==> config.mk <==
export PLATFORM = sky130hd
export DESIGN_NAME = abz_encoder_angle_speed_unit
export DESIGN_NICKNAME = d
export VERILOG_FILES = /design/src/rtl/abz_pkg.sv /design/src/rtl/abz_encoder_angle_speed_unit.sv /design/src/rtl/abz_arith.sv
export SDC_FILE = /design/constraint.sdc
export NUM_CORES = 2
export LEC_CHECK = 0
export BUFFER_PORTS_ARGS = -buffer_cell sky130_fd_sc_hd__buf_2
export CAP_MARGIN = 5
export CELL_PAD_IN_SITES_DETAIL_PLACEMENT = 1
export CELL_PAD_IN_SITES_GLOBAL_PLACEMENT = 2
export CORE_MARGIN = 10
export CORE_UTILIZATION = 38
export CTS_CLUSTER_SIZE = 24
export DETAILED_ROUTE_END_ITERATION = 6
export PLACE_DENSITY_LB_ADDON = 0.25
export SETUP_SLACK_MARGIN = 0.5
export SYNTH_ARGS = -nofsm -noshare
export SYNTH_HDL_FRONTEND = slang
export SYNTH_SLANG_ARGS = --single-unit
==> constraint.sdc <==
create_clock -name clk -period 7.5 [get_ports clk]
set_input_delay 0 -clock clk [delete_from_list [all_inputs] [get_ports clk]]
set_output_delay 0 -clock clk [all_outputs]
set_load 0.03 [all_outputs]
==> src/rtl/abz_pkg.sv <==
// ----------------------------------------------------------------------------
// abz_pkg: shared types and constants of the ABZ encoder angle and speed unit
// Op codes, register indexes, reset values, sequencer states and the command
// that the sequencer hands to the shared arithmetic unit.
// ----------------------------------------------------------------------------
package abz_pkg;

	localparam int COUNT_WIDTH_DEF = 16;
	localparam int ANGLE_WIDTH_DEF = 16;

	localparam int CFG_IDX_W  = 3;
	localparam int CFG_DATA_W = 32;
	localparam int STEP_W     = 8;

	// input op codes
	localparam logic [2:0] OP_INDEX   = 3'd0;
	localparam logic [2:0] OP_ANGLE   = 3'd1;
	localparam logic [2:0] OP_M_SPEED = 3'd2;
	localparam logic [2:0] OP_T_SPEED = 3'd3;
	localparam logic [2:0] OP_CLEAR   = 3'd4;

	// configuration register indexes
	localparam logic [CFG_IDX_W-1:0] CFG_COUNTS_PER_REV = 3'd0;
	localparam logic [CFG_IDX_W-1:0] CFG_POLE_PAIRS     = 3'd1;
	localparam logic [CFG_IDX_W-1:0] CFG_PHASE_SHIFT    = 3'd2;
	localparam logic [CFG_IDX_W-1:0] CFG_M_SPEED_SCALE  = 3'd3;
	localparam logic [CFG_IDX_W-1:0] CFG_T_SPEED_SCALE  = 3'd4;

	// register reset values
	localparam logic [15:0] CPR_RST    = 16'd4096;
	localparam logic [5:0]  PP_RST     = 6'd7;
	localparam logic [15:0] PHASE_RST  = 16'd0;
	localparam logic [31:0] MSCALE_RST = 32'd65536;
	localparam logic [31:0] TSCALE_RST = 32'd65536;

	localparam logic [15:0] REV_MAX = 16'hFFFF;

	localparam logic [31:0] SPD_POS_LIMIT = 32'h7FFF_FFFF;
	localparam logic [31:0] SPD_NEG_LIMIT = 32'h8000_0000;

	typedef enum logic [0:0] {
		AM_DIV,
		AM_MUL
	} arith_mode_t;

	typedef struct packed {
		logic              start;
		arith_mode_t       mode;
		logic [STEP_W-1:0] steps;
	} arith_cmd_t;

	typedef enum logic [2:0] {
		ST_IDLE,
		ST_FIN,
		ST_DIV1,
		ST_DIV2,
		ST_MDELTA,
		ST_MABS,
		ST_SPD,
		ST_MUL
	} state_t;

endpackage

==> src/rtl/abz_encoder_angle_speed_unit.sv <==
// ----------------------------------------------------------------------------
// abz_encoder_angle_speed_unit: ABZ encoder angle and M/T speed unit
// Index, angle, M-method speed, T-method speed and clear beats, one result
// beat each; one shared iterative divide/multiply unit under a sequencer.
// ----------------------------------------------------------------------------
// Index, clear and spare ops go straight to the result stage; angle waits on the
// bit-serial divide, M and T speed on the 32-step multiply; zero or saturated
// speed and zero period finish early.
// One item at a time: the next beat is taken in the cycle after the result is
// registered. Reset clears state, registers to defaults, and the output beat.
// ----------------------------------------------------------------------------
module abz_encoder_angle_speed_unit #(
	parameter int COUNT_WIDTH = abz_pkg::COUNT_WIDTH_DEF,
	parameter int ANGLE_WIDTH = abz_pkg::ANGLE_WIDTH_DEF
) (
	input  logic                           clk,
	input  logic                           arst_n,
	input  logic                           cfg_we,
	input  logic [abz_pkg::CFG_IDX_W-1:0]  cfg_idx,
	input  logic [abz_pkg::CFG_DATA_W-1:0] cfg_wdata,
	input  logic                           in_valid,
	output logic                           in_ready,
	input  logic [2:0]                     op,
	input  logic [COUNT_WIDTH-1:0]         count,
	input  logic                           dir_down,
	output logic                           out_valid,
	input  logic                           out_ready,
	output logic [ANGLE_WIDTH-1:0]         mech_angle,
	output logic [ANGLE_WIDTH-1:0]         elec_angle,
	output logic signed [31:0]             speed_rpm,
	output logic                           reload_req,
	output logic [15:0]                    reload_value,
	output logic                           aligned
);

	localparam int CW   = COUNT_WIDTH;
	localparam int AW   = ANGLE_WIDTH;
	localparam int DIVW = CW + AW;
	localparam int SRW  = (DIVW > 32) ? DIVW : 32;
	localparam int DTW  = ((CW > 32) ? CW : 32) + 3;

	// configuration
	logic [15:0] cpr_q;
	logic [5:0]  pp_q;
	logic [15:0] phase_q;
	logic [31:0] mscale_q;
	logic [31:0] tscale_q;

	// block state
	abz_pkg::state_t state_q, state_d;
	logic            aligned_q;
	logic [15:0]     rev_q;
	logic [CW-1:0]   prev_q;
	logic            ldir_q;
	logic            out_valid_q;

	// work registers
	logic                  down_q;
	logic signed [DTW-1:0] base_q;
	logic [31:0]           wrap_q;
	logic signed [DTW-1:0] delta_q;
	logic [DTW-2:0]        mag_q;
	logic                  neg_q;
	logic [31:0]           scale_q;

	// result staging and output beat
	logic [AW-1:0] res_mech_q, res_elec_q;
	logic [31:0]   res_speed_q;
	logic          res_req_q;
	logic [15:0]   res_rval_q;
	logic [AW-1:0] out_mech_q, out_elec_q;
	logic [31:0]   out_speed_q;
	logic          out_req_q;
	logic [15:0]   out_rval_q;
	logic          out_aligned_q;

	// arithmetic unit
	abz_pkg::arith_cmd_t cmd;
	logic [31:0]         au_hi_init;
	logic [SRW-1:0]      au_sr_init;
	logic [31:0]         au_opnd;
	logic                au_busy;
	logic [31:0]         au_hi;
	logic [SRW-1:0]      au_sr;

	logic                  accept;
	logic                  fin_go;
	logic signed [DTW-1:0] c_ext, pv_ext, p_ext, base_d;
	logic [31:0]           wrap_d;
	logic [21:0]           pp_rem;
	logic [AW-1:0]         elec_d;
	logic                  spd_zero, spd_big;
	logic [31:0]           limit;
	logic [63:0]           prod;
	logic [31:0]           prod_sat;
	logic [31:0]           speed_d;
	logic signed [DTW-1:0] delta_abs;

	assign in_ready     = (state_q == abz_pkg::ST_IDLE);
	assign accept       = in_valid && in_ready;
	assign fin_go       = (state_q == abz_pkg::ST_FIN) && (!out_valid_q || out_ready);

	assign out_valid    = out_valid_q;
	assign mech_angle   = out_mech_q;
	assign elec_angle   = out_elec_q;
	assign speed_rpm    = out_speed_q;
	assign reload_req   = out_req_q;
	assign reload_value = out_rval_q;
	assign aligned      = out_aligned_q;

	abz_arith #(
		.SR_WIDTH(SRW)
	) u_arith (
		.clk    (clk),
		.arst_n (arst_n),
		.cmd    (cmd),
		.hi_init(au_hi_init),
		.sr_init(au_sr_init),
		.opnd   (au_opnd),
		.busy   (au_busy),
		.hi     (au_hi),
		.sr     (au_sr)
	);

	// datapath terms
	always_comb begin
		c_ext  = $signed({{(DTW-CW){1'b0}}, count});
		pv_ext = $signed({{(DTW-CW){1'b0}}, prev_q});
		p_ext  = $signed({{(DTW-16){1'b0}}, cpr_q});
		// count change within the revolution, with the wrap term after a rollover
		if (!dir_down)
			base_d = (rev_q != '0) ? c_ext + (p_ext - pv_ext) : c_ext - pv_ext;
		else
			base_d = (rev_q != '0) ? pv_ext + (p_ext - c_ext) : pv_ext - c_ext;
		wrap_d = (rev_q > 16'd1) ? ({16'b0, rev_q - 16'd1} * {16'b0, cpr_q}) : 32'b0;

		pp_rem = {16'b0, pp_q} * {6'b0, au_hi[15:0]};
		elec_d = AW'({{AW{1'b0}}, pp_q} * {6'b0, res_mech_q})
			+ AW'(au_sr[5:0]) + AW'(phase_q);

		delta_abs = delta_q[DTW-1] ? -delta_q : delta_q;

		spd_zero = (mag_q == '0) || (scale_q == '0);
		spd_big  = (mag_q[DTW-2:32] != '0);
		limit    = neg_q ? abz_pkg::SPD_NEG_LIMIT : abz_pkg::SPD_POS_LIMIT;
		prod     = {au_hi, au_sr[31:0]};
		prod_sat = (prod > {32'b0, limit}) ? limit : prod[31:0];
		speed_d  = neg_q ? (32'd0 - prod_sat) : prod_sat;
	end

	// sequencer: next state and arithmetic commands
	always_comb begin
		state_d    = state_q;
		cmd.start  = 1'b0;
		cmd.mode   = abz_pkg::AM_DIV;
		cmd.steps  = '0;
		au_hi_init = '0;
		au_sr_init = '0;
		au_opnd    = '0;
		case (state_q)
			abz_pkg::ST_IDLE: begin
				if (accept) begin
					case (op)
						abz_pkg::OP_ANGLE: begin
							if (cpr_q == '0) begin
								state_d = abz_pkg::ST_FIN;
							end else begin
								// count scaled by one turn, dividend enters at the top
								cmd.start  = 1'b1;
								cmd.mode   = abz_pkg::AM_DIV;
								cmd.steps  = abz_pkg::STEP_W'(DIVW);
								au_sr_init = {count, {(SRW-CW){1'b0}}};
								au_opnd    = {16'b0, cpr_q};
								state_d    = abz_pkg::ST_DIV1;
							end
						end
						abz_pkg::OP_M_SPEED: state_d = abz_pkg::ST_MDELTA;
						abz_pkg::OP_T_SPEED: state_d = abz_pkg::ST_SPD;
						default:             state_d = abz_pkg::ST_FIN;
					endcase
				end
			end
			abz_pkg::ST_DIV1: begin
				if (!au_busy) begin
					// fraction of pole count times remainder over period, below 64
					cmd.start  = 1'b1;
					cmd.mode   = abz_pkg::AM_DIV;
					cmd.steps  = abz_pkg::STEP_W'(6);
					au_hi_init = {16'b0, pp_rem[21:6]};
					au_sr_init = {pp_rem[5:0], {(SRW-6){1'b0}}};
					au_opnd    = {16'b0, cpr_q};
					state_d    = abz_pkg::ST_DIV2;
				end
			end
			abz_pkg::ST_DIV2: begin
				if (!au_busy)
					state_d = abz_pkg::ST_FIN;
			end
			abz_pkg::ST_MDELTA: state_d = abz_pkg::ST_MABS;
			abz_pkg::ST_MABS:   state_d = abz_pkg::ST_SPD;
			abz_pkg::ST_SPD: begin
				if (spd_zero || spd_big) begin
					state_d = abz_pkg::ST_FIN;
				end else begin
					cmd.start  = 1'b1;
					cmd.mode   = abz_pkg::AM_MUL;
					cmd.steps  = abz_pkg::STEP_W'(32);
					au_sr_init = SRW'(mag_q[31:0]);
					au_opnd    = scale_q;
					state_d    = abz_pkg::ST_MUL;
				end
			end
			abz_pkg::ST_MUL: begin
				if (!au_busy)
					state_d = abz_pkg::ST_FIN;
			end
			abz_pkg::ST_FIN: begin
				if (fin_go)
					state_d = abz_pkg::ST_IDLE;
			end
			default: state_d = abz_pkg::ST_IDLE;
		endcase
	end

	always_ff @(posedge clk or negedge arst_n) begin
		if (!arst_n) begin
			state_q <= abz_pkg::ST_IDLE;
		end else begin
			state_q <= state_d;
		end
	end

	// configuration, block state, output beat valid
	always_ff @(posedge clk or negedge arst_n) begin
		if (!arst_n) begin
			cpr_q       <= abz_pkg::CPR_RST;
			pp_q        <= abz_pkg::PP_RST;
			phase_q     <= abz_pkg::PHASE_RST;
			mscale_q    <= abz_pkg::MSCALE_RST;
			tscale_q    <= abz_pkg::TSCALE_RST;
			aligned_q   <= 1'b0;
			rev_q       <= '0;
			prev_q      <= '0;
			ldir_q      <= 1'b0;
			out_valid_q <= 1'b0;
		end else begin
			if (cfg_we) begin
				case (cfg_idx)
					abz_pkg::CFG_COUNTS_PER_REV: cpr_q    <= cfg_wdata[15:0];
					abz_pkg::CFG_POLE_PAIRS:     pp_q     <= cfg_wdata[5:0];
					abz_pkg::CFG_PHASE_SHIFT:    phase_q  <= cfg_wdata[15:0];
					abz_pkg::CFG_M_SPEED_SCALE:  mscale_q <= cfg_wdata;
					abz_pkg::CFG_T_SPEED_SCALE:  tscale_q <= cfg_wdata;
					default: ;
				endcase
			end
			if (accept) begin
				case (op)
					abz_pkg::OP_INDEX: begin
						// first index only aligns; later ones count revolutions
						if (!aligned_q)
							aligned_q <= 1'b1;
						else if (rev_q != abz_pkg::REV_MAX)
							rev_q <= rev_q + 16'd1;
					end
					abz_pkg::OP_ANGLE: ldir_q <= dir_down;
					abz_pkg::OP_M_SPEED: begin
						rev_q  <= '0;
						prev_q <= count;
					end
					abz_pkg::OP_T_SPEED: rev_q     <= '0;
					abz_pkg::OP_CLEAR:   aligned_q <= 1'b0;
					default: ;
				endcase
			end
			if (fin_go)
				out_valid_q <= 1'b1;
			else if (out_ready)
				out_valid_q <= 1'b0;
		end
	end

	// payload
	always_ff @(posedge clk) begin
		case (state_q)
			abz_pkg::ST_IDLE: begin
				if (accept) begin
					res_mech_q  <= '0;
					res_elec_q  <= '0;
					res_speed_q <= '0;
					res_req_q   <= (op == abz_pkg::OP_INDEX);
					res_rval_q  <= (op != abz_pkg::OP_INDEX) ? 16'd0
						: (ldir_q ? 16'd0 : cpr_q);
					down_q      <= dir_down;
					base_q      <= base_d;
					wrap_q      <= wrap_d;
					case (op)
						abz_pkg::OP_M_SPEED: scale_q <= mscale_q;
						abz_pkg::OP_T_SPEED: begin
							scale_q <= tscale_q;
							mag_q   <= (DTW-1)'(rev_q);
							neg_q   <= 1'b0;
						end
						default: ;
					endcase
				end
			end
			abz_pkg::ST_DIV1: begin
				if (!au_busy)
					res_mech_q <= au_sr[AW-1:0];
			end
			abz_pkg::ST_DIV2: begin
				if (!au_busy)
					res_elec_q <= elec_d;
			end
			abz_pkg::ST_MDELTA: begin
				delta_q <= base_q + $signed({{(DTW-32){1'b0}}, wrap_q});
			end
			abz_pkg::ST_MABS: begin
				mag_q <= delta_abs[DTW-2:0];
				neg_q <= delta_q[DTW-1] ^ down_q;
			end
			abz_pkg::ST_SPD: begin
				if (spd_zero)
					res_speed_q <= '0;
				else if (spd_big)
					res_speed_q <= limit;
			end
			abz_pkg::ST_MUL: begin
				if (!au_busy)
					res_speed_q <= speed_d;
			end
			default: ;
		endcase
		if (fin_go) begin
			out_mech_q    <= res_mech_q;
			out_elec_q    <= res_elec_q;
			out_speed_q   <= res_speed_q;
			out_req_q     <= res_req_q;
			out_rval_q    <= res_rval_q;
			out_aligned_q <= aligned_q;
		end
	end

	a_one_at_a_time: assert property (@(posedge clk) disable iff (!arst_n)
		accept |=> !in_ready)
		else $error("input beat taken while busy");

	a_index_beat: assert property (@(posedge clk) disable iff (!arst_n)
		out_valid && reload_req |-> (speed_rpm == 0) && (mech_angle == '0)
			&& (elec_angle == '0))
		else $error("index beat carries angle or speed");

	a_rev_saturate: assert property (@(posedge clk) disable iff (!arst_n)
		rev_q == abz_pkg::REV_MAX |=> (rev_q == abz_pkg::REV_MAX) || (rev_q == '0))
		else $error("revolution count wrapped");

endmodule

==> src/rtl/abz_arith.sv <==
// ----------------------------------------------------------------------------
// abz_arith: shared iterative arithmetic unit
// One bit per cycle: restoring division by a 16-bit divisor, or shift-add
// multiplication of two 32-bit operands into a 64-bit product {hi, sr[31:0]}.
// ----------------------------------------------------------------------------
module abz_arith #(
	parameter int SR_WIDTH = 32
) (
	input  logic                clk,
	input  logic                arst_n,
	input  abz_pkg::arith_cmd_t cmd,
	input  logic [31:0]         hi_init,
	input  logic [SR_WIDTH-1:0] sr_init,
	input  logic [31:0]         opnd,
	output logic                busy,
	output logic [31:0]         hi,
	output logic [SR_WIDTH-1:0] sr
);

	logic [abz_pkg::STEP_W-1:0] cnt_q;
	abz_pkg::arith_mode_t       mode_q;
	logic [31:0]                hi_q;
	logic [SR_WIDTH-1:0]        sr_q;
	logic [31:0]                opnd_q;

	logic [16:0]         trial;
	logic [33:0]         add_a;
	logic [33:0]         add_b;
	logic                add_c;
	logic [33:0]         sum;
	logic [31:0]         hi_n;
	logic [SR_WIDTH-1:0] sr_n;

	assign busy = (cnt_q != '0);
	assign hi   = hi_q;
	assign sr   = sr_q;

	// single adder shared by both modes
	always_comb begin
		trial = {hi_q[15:0], sr_q[SR_WIDTH-1]};
		case (mode_q)
			abz_pkg::AM_DIV: begin
				add_a = {17'b0, trial};
				add_b = ~{18'b0, opnd_q[15:0]};
				add_c = 1'b1;
			end
			abz_pkg::AM_MUL: begin
				add_a = {2'b0, hi_q};
				add_b = sr_q[0] ? {2'b0, opnd_q} : 34'b0;
				add_c = 1'b0;
			end
			default: begin
				add_a = '0;
				add_b = '0;
				add_c = 1'b0;
			end
		endcase
		sum = add_a + add_b + {33'b0, add_c};

		case (mode_q)
			abz_pkg::AM_DIV: begin
				// no borrow: take the difference and shift in a one
				hi_n = sum[33] ? {15'b0, trial} : {15'b0, sum[16:0]};
				sr_n = {sr_q[SR_WIDTH-2:0], ~sum[33]};
			end
			abz_pkg::AM_MUL: begin
				hi_n     = sum[32:1];
				sr_n     = sr_q >> 1;
				sr_n[31] = sum[0];
			end
			default: begin
				hi_n = hi_q;
				sr_n = sr_q;
			end
		endcase
	end

	always_ff @(posedge clk or negedge arst_n) begin
		if (!arst_n) begin
			cnt_q  <= '0;
			mode_q <= abz_pkg::AM_DIV;
		end else if (cmd.start) begin
			cnt_q  <= cmd.steps;
			mode_q <= cmd.mode;
		end else if (busy) begin
			cnt_q <= cnt_q - 1'b1;
		end
	end

	always_ff @(posedge clk) begin
		if (cmd.start) begin
			hi_q   <= hi_init;
			sr_q   <= sr_init;
			opnd_q <= opnd;
		end else if (busy) begin
			hi_q <= hi_n;
			sr_q <= sr_n;
		end
	end

	a_start_idle: assert property (@(posedge clk) disable iff (!arst_n)
		cmd.start |-> !busy)
		else $error("arith start while busy");

	a_start_busy: assert property (@(posedge clk) disable iff (!arst_n)
		cmd.start && (cmd.steps != '0) |=> busy)
		else $error("arith not busy after start");

	a_count_down: assert property (@(posedge clk) disable iff (!arst_n)
		busy && !cmd.start |=> (cnt_q + 1'b1) == $past(cnt_q))
		else $error("arith step count skipped");

endmodule

# [Yosys cells after proc, flatten, opt, wreduce, memory -nomap -nowiden]
# Index checks and enable logic that the tools add are counted.
[word_totals] mem_count=0 ram_bits=0 output_inout_bits=84 elab_cells=200 register_bits=578 inputBits=60 romBits=0 latchBits=0
[op_classes] magnitude_cmp=2 bitwise=4 n_eq_ne=26 n_div=0 multipliers=3 shifts=0 n_mux=71 reduce_logical=44 addsub=16
[ops] op="$mux 32" n=18
[ops] op="$pmux 32 s3" n=3
[ops] op="$pmux 34 s2" n=3
[ops] op="$pmux 32 s2" n=3
[ops] op="$mux 16" n=11
[ops] op="$mux 35" n=3
[ops] op="$mux 34" n=3
[ops] op="$pmux 16 s2" n=3
[ops] op="$sub 16x16->17" n=4
[ops] op="$gt 64x32->1" n=1
[ops] op="$mux 10" n=5
[ops] op="$add 17x17->18" n=2
[ops] op="$add 35x33->35" n=1
[ops] op="$add 34x1->34" n=1
[ops] op="$add 34x34->34" n=1
[ops] op="$logic_not 34->1" n=1
[ops] op="$neg 34->34" n=1
[ops] op="$not 16->34" n=1
[ops] op="$logic_not 32->1" n=1
[ops] op="$mul 16x16->32" n=1
[ops] op="$sub 1x32->32 const A" n=1
[ops] op="$pmux 10 s3" n=1
[ops] op="$mul 6x16->22" n=1
[ops] op="$pmux 3 s7" n=1
[ops] op="other kinds (36)" n=95

# [Logic depth before layout (Yosys ltp)]
[logic_depth] depth_word=8 ltp_mapped=31 ltp_nobuf=29

# [Modules after synthesis]
# A second synthesis with hierarchy kept.
[unflattened] cells_unflattened=4678 area_unflattened_um2=46637.2
[modules_own_cells] module="abz_encoder_angle_speed_unit" seq_area_each_um2=13000.0 area_per_inst_um2=39639.3 instances=1 cells_per_inst=3944
[modules_own_cells] module="abz_arith" seq_area_each_um2=3108.0 area_per_inst_um2=6998.0 instances=1 cells_per_inst=734

# [Worst setup path after synthesis]
# No wires, ideal clock.
[synth_path] kind="register to register" startpoint="reg rev_q[3]" endpoint="reg wrap_q[28], data pin" setup_time_ps=260 n_path_buf=3 path_stages_with_launch=31 required_ps=7240 arrival_ps=7340 slack_ps=-99 synth_period_minus_slack_ps=7599 path_cell_list="dfrtp_1 -> clkbuf_1 -> nor2_1 -> nand3_1 -> or3_1 -> clkbuf_1 -> nor4_1 -> xor2_1 -> clkbuf_1 -> nand2_1 -> fa_1 -> fa_1 -> inv_1 -> fa_1 -> inv_1 -> fa_1 -> inv_1 -> fa_1 -> inv_1 -> fa_1 -> inv_1 -> ha_1 -> a21oi_1 -> nor2b_1 -> o21ai_0 -> a211o_1 -> a41oi_1 -> nand2_1 -> o31ai_1 -> a31oi_1 -> mux2_2"
[synth_via] elab_chain_cells=2 elab_cells_between_ends=3 classes_between="1 x add/sub; 1 x mul; 1 x order compare"
[synth_lines] element="from (decl)" line="abz_encoder_angle_speed_unit.sv:52" source="logic [15:0] rev_q;"
[synth_lines] element="from (signal assigned)" line="abz_encoder_angle_speed_unit.sv:264" source="rev_q <= rev_q + 16'd1;"
[synth_lines] element="$sub 16x1->16" line="abz_encoder_angle_speed_unit.sv:135" source="wrap_d = (rev_q > 16'd1) ? ({16'b0, rev_q - 16'd1} * {16'b0, cpr_q}) : 32'b0;"
[synth_lines] element="$mul 16x16->32" line="abz_encoder_angle_speed_unit.sv:135"
[synth_lines] element="to (signal assigned)" line="abz_encoder_angle_speed_unit.sv:296" source="wrap_q <= wrap_d;"
[synth_lines] element="to (decl)" line="abz_encoder_angle_speed_unit.sv:60" source="logic [31:0] wrap_q;"
# Parallel ways exist; a longest one is shown, timed or not.
# A chain may end at the register's enable or synchronous reset.

# [Worst setup path in the final report]
[layout_path] startpoint="reg rev_q[0]" endpoint="reg wrap_q[29], data pin"
# Same word-level chain as after synthesis.

==> flow_summary.yaml <==
status:
  outcome: "completed"
clock_network:
  cts_max_level: 3
  path_clk_slew_ns: 0.06
  clock_path_buffers: 3
  cts-root-buf: "clkbuf_16"
  cts_tree: "done"
  cts.sinks: 561
  clock_insertion_delay_worst_skew_ns: 0.66
  numCtsBuffers: 69
cells_and_area:
  final_nets: 5614
  utilization_pct: 43.9
  design_area_um2: 53500
  regMostFlops: "delta_q"
  nFillCells: 13598
  reg_top3: "delta_q x35, mag_q x34"
  largest_register_ffs: 35
  area_growth_pct: 14.4
  drive_above_1_share_pct: 13.8
  final_cells: 6550
synth:
  synthAdderAreaFrac_pct: 23.6
  synth_area_leaders: "edfxtp_1 26%, fa_1 14%, ha_1 9.8%, dfrtp_1 7.7%, nand2_1 4.2%"
  avgSynthCellArea_um2: 9.99
  synth_cells: 4676
  synth_top_area_share_pct: 26.5
  synth_area_um2: 46700
  async_flop_share_pct: 26.6
  synth_top_family_by_area: "adder cells"
  syn_nets: 5423
  synth_simple_gate_area_share_pct: 15.4
  yosysUniqueCellTypes: 89
  synth_edf_count: 412
  synth_xor_area_share_pct: 4.33
  yosysWarnings: 0
  yosysTopAreaCell: "edfxtp_1"
  muxShareOfSynthArea_pct: 4.78
  ys_seq_elements: 561
  synth_compound_area_share_pct: 12.0
  ys_seq_area_share_pct: 34.5
  ys.flop_type: "edfxtp_1"
critical_path:
  crit_type: "reg2reg"
  worstPathRequired_ns: 7.88
  cp.arrival_ns: 7.49
  cp-end-kind: "register"
  critPathMaxFanout: 7
  start_kind: "register"
global_route:
  grt_max_degree: 69
  grt_pass1_vias: 37696
  grt_pass1_wl_mm: 234
  antenna_found_initial: 9
  track_usage_pct: 21.8
  grt-ovfl-total: 0
floorplan:
  io_pins: 144
  die_height_um: 371
  start_util_pct: 38.3
  std_cell_rows: 128
  die_area_um2: 137000
  coreArea_um2: 122000
  die_w_um: 371
detailed_routing:
  wl_met2_mm: 70.0
  drt-met1-wl_mm: 70.1
  avgViaCountPerCell: 5.44
  drtAntennaViolNets: 0
  firstDrtPassIters: 5
  dr_total_vias: 35654
  drc: 0
  route.met3.wl_mm: 6.37
  dr.max_layer_used: "met5"
  wirelength_mm: 150
  drt-initial-drc-count: 2288
  routedWlPerCell_um: 23.0
sta:
  slew_headroom_pct: 23.6
  setup_viol: 0
  finalMaxSlewViolations: 0
  fin_crit_ns: 7.11
  max_freq_ghz: 0.141
  hold_viol: 0
  fin_setup_tns_ns: 0
  grt_setup_unrepaired: "true"
  timing.final.crit_share_pct: 94.8
  tightest_slew_ns: 1.14
  skew_ns: 0.0322
placement:
  finalWeightedCongestion: 0.853
  placed_cells: 6318
  port_buffers: 143
  dp_hpwl_mm: 116
  placed_area_um2: 49700
power:
  leakage_nw: 22.7
  power_mw: 12.6
  power.density_nw_per_um2: 236
  ir_drop_mv: 0.377
worst_hold_path:
  hp-class: "in2reg"
job:
  maxCapViolCount: 0
==> final timing paths <==
check | cells after the start | endpoint | slack [ns] | start
min | 3 | tscale_q[29] | 0.13 | cfg_wdata[29]
max reg2reg | 27 | wrap_q[29] | 0.39 | rev_q[0]
max | 27 | wrap_q[29] | 0.39 | rev_q[0]
max in group asynchronous | 4 | u_arith.mode_q | 6.08 | arst_n
min in group asynchronous | 3 | cpr_q[12] | 0.51 | arst_n
min reg2reg | 0 | elec_angle[8] | 0.40 | res_elec_q[8]
==> layout by cell type, fill, tap and decap left out, types with 60 or more instances in the layout <==
| cell | n |
|---|---|
| dlygate4sd3_1 | 60 |
| buf_4 | 123 |
| nor3_1 | 74 |
| a21oi_1 | 172 |
| xnor2_1 | 131 |
| ha_1 | 354 |
| inv_1 | 422 |
| clkbuf_16 | 72 |
| a21o_1 | 76 |
| dfrtp_1 | 142 |
| mux2_2 | 153 |
| fa_1 | 316 |
| nor2_1 | 256 |
| o21ai_0 | 219 |
| xor2_1 | 96 |
| edfxtp_1 | 412 |
| nand2_1 | 507 |
| buf_2 | 142 |
| and2_1 | 225 |
| nand3_1 | 64 |
==> layer usage <==
metal	global-route usage, %	vias to the layer above
met5	0	-
met4	5.55	2
met3	2.93	187
met2	35.3	672
met1	30.6	18162
li1	-	16631
==> where the power goes <==
part / switching [mW] / internal, mW / leakage [nW]
Sequential: 0.248 / 3.55 / 5.65
Clock: 1.49 / 2.12 / 1.18
Combinational: 2.97 / 2.23 / 15.9
Total: 4.71 / 7.90 / 22.7
==> layout make-up <==
class                      instances  area [um^2]  area share (%)
timing repair buffer             342         2470            4.62
multi-input combinational       3457        28700            53.8
clock buffer                      84         1900            3.55
clock inverter                    43          567            1.06
sequential                       561        16100            30.1
antenna                            2         5.00         0.00936
tap                             1625         2030            3.80
inverter                         436         1640            3.06
==> cell usage after synthesis (all sizes together), types with 58 or more instances <==
cell,instances
nand2,518
inv,435
edfxtp,412
ha,364
fa,323
nor2,262
and2,231
o21ai,225
clkbuf,195
a21oi,189
mux2,153
dfrtp,143
xnor2,135
xor2,96
nor3,79
a21o,76
nand3,67
a211oi,60
nor2b,58
==> kinds of logic after synthesis <==
kind of cell	count (synthesis)
AOI/OAI and AO/OA	864
xor gates and xnor gates	231
adders and majority gates	687
buffers and inverters	658
DFF	561
muxes	204
and+or+nand+nor	1471
==> worst max-delay path, cell delays in order, from the launching register on <==
cell and delay (ns):
dfrtp_1 0.39, inv_2 0.14, nand3_2 0.11, or3_4 0.43, nor4_4 0.16, xor2_1 0.21, buf_4 0.20, buf_6 0.13
nand2_2 0.06, fa_1 0.55, fa_1 0.44, fa_1 0.49, inv_1 0.05, fa_1 0.48, fa_1 0.53, inv_2 0.05
fa_1 0.55, inv_2 0.05, ha_4 0.24, a21o_1 0.21, a211oi_4 0.28, and3_4 0.26, a21oi_4 0.07, o41ai_4 0.32
buf_4 0.17, o21bai_1 0.07, xnor2_1 0.13, nor2_1 0.05
==> timing repair <==
item	in CTS	in global routing
hold buffers	61	0
gates resized for setup	37	38
buffers inserted	31	11
endpoints found under the hold margin	224	0
endpoints found under the setup margin	15	18
pin swaps	38	30
==> per-stage QoR <==
stage | setup WS, ns | hold slack, ns
after floorplan | 0.458 | -0.296
after global placement | 0.192 | 0.0156
after detailed placement | 0.0821 | 0.0216
after CTS | 0.432 | 0.0758
after global routing | 0.127 | 0.127
final | 0.388 | 0.125
Note: power is estimated with default switching activity, not from simulation.
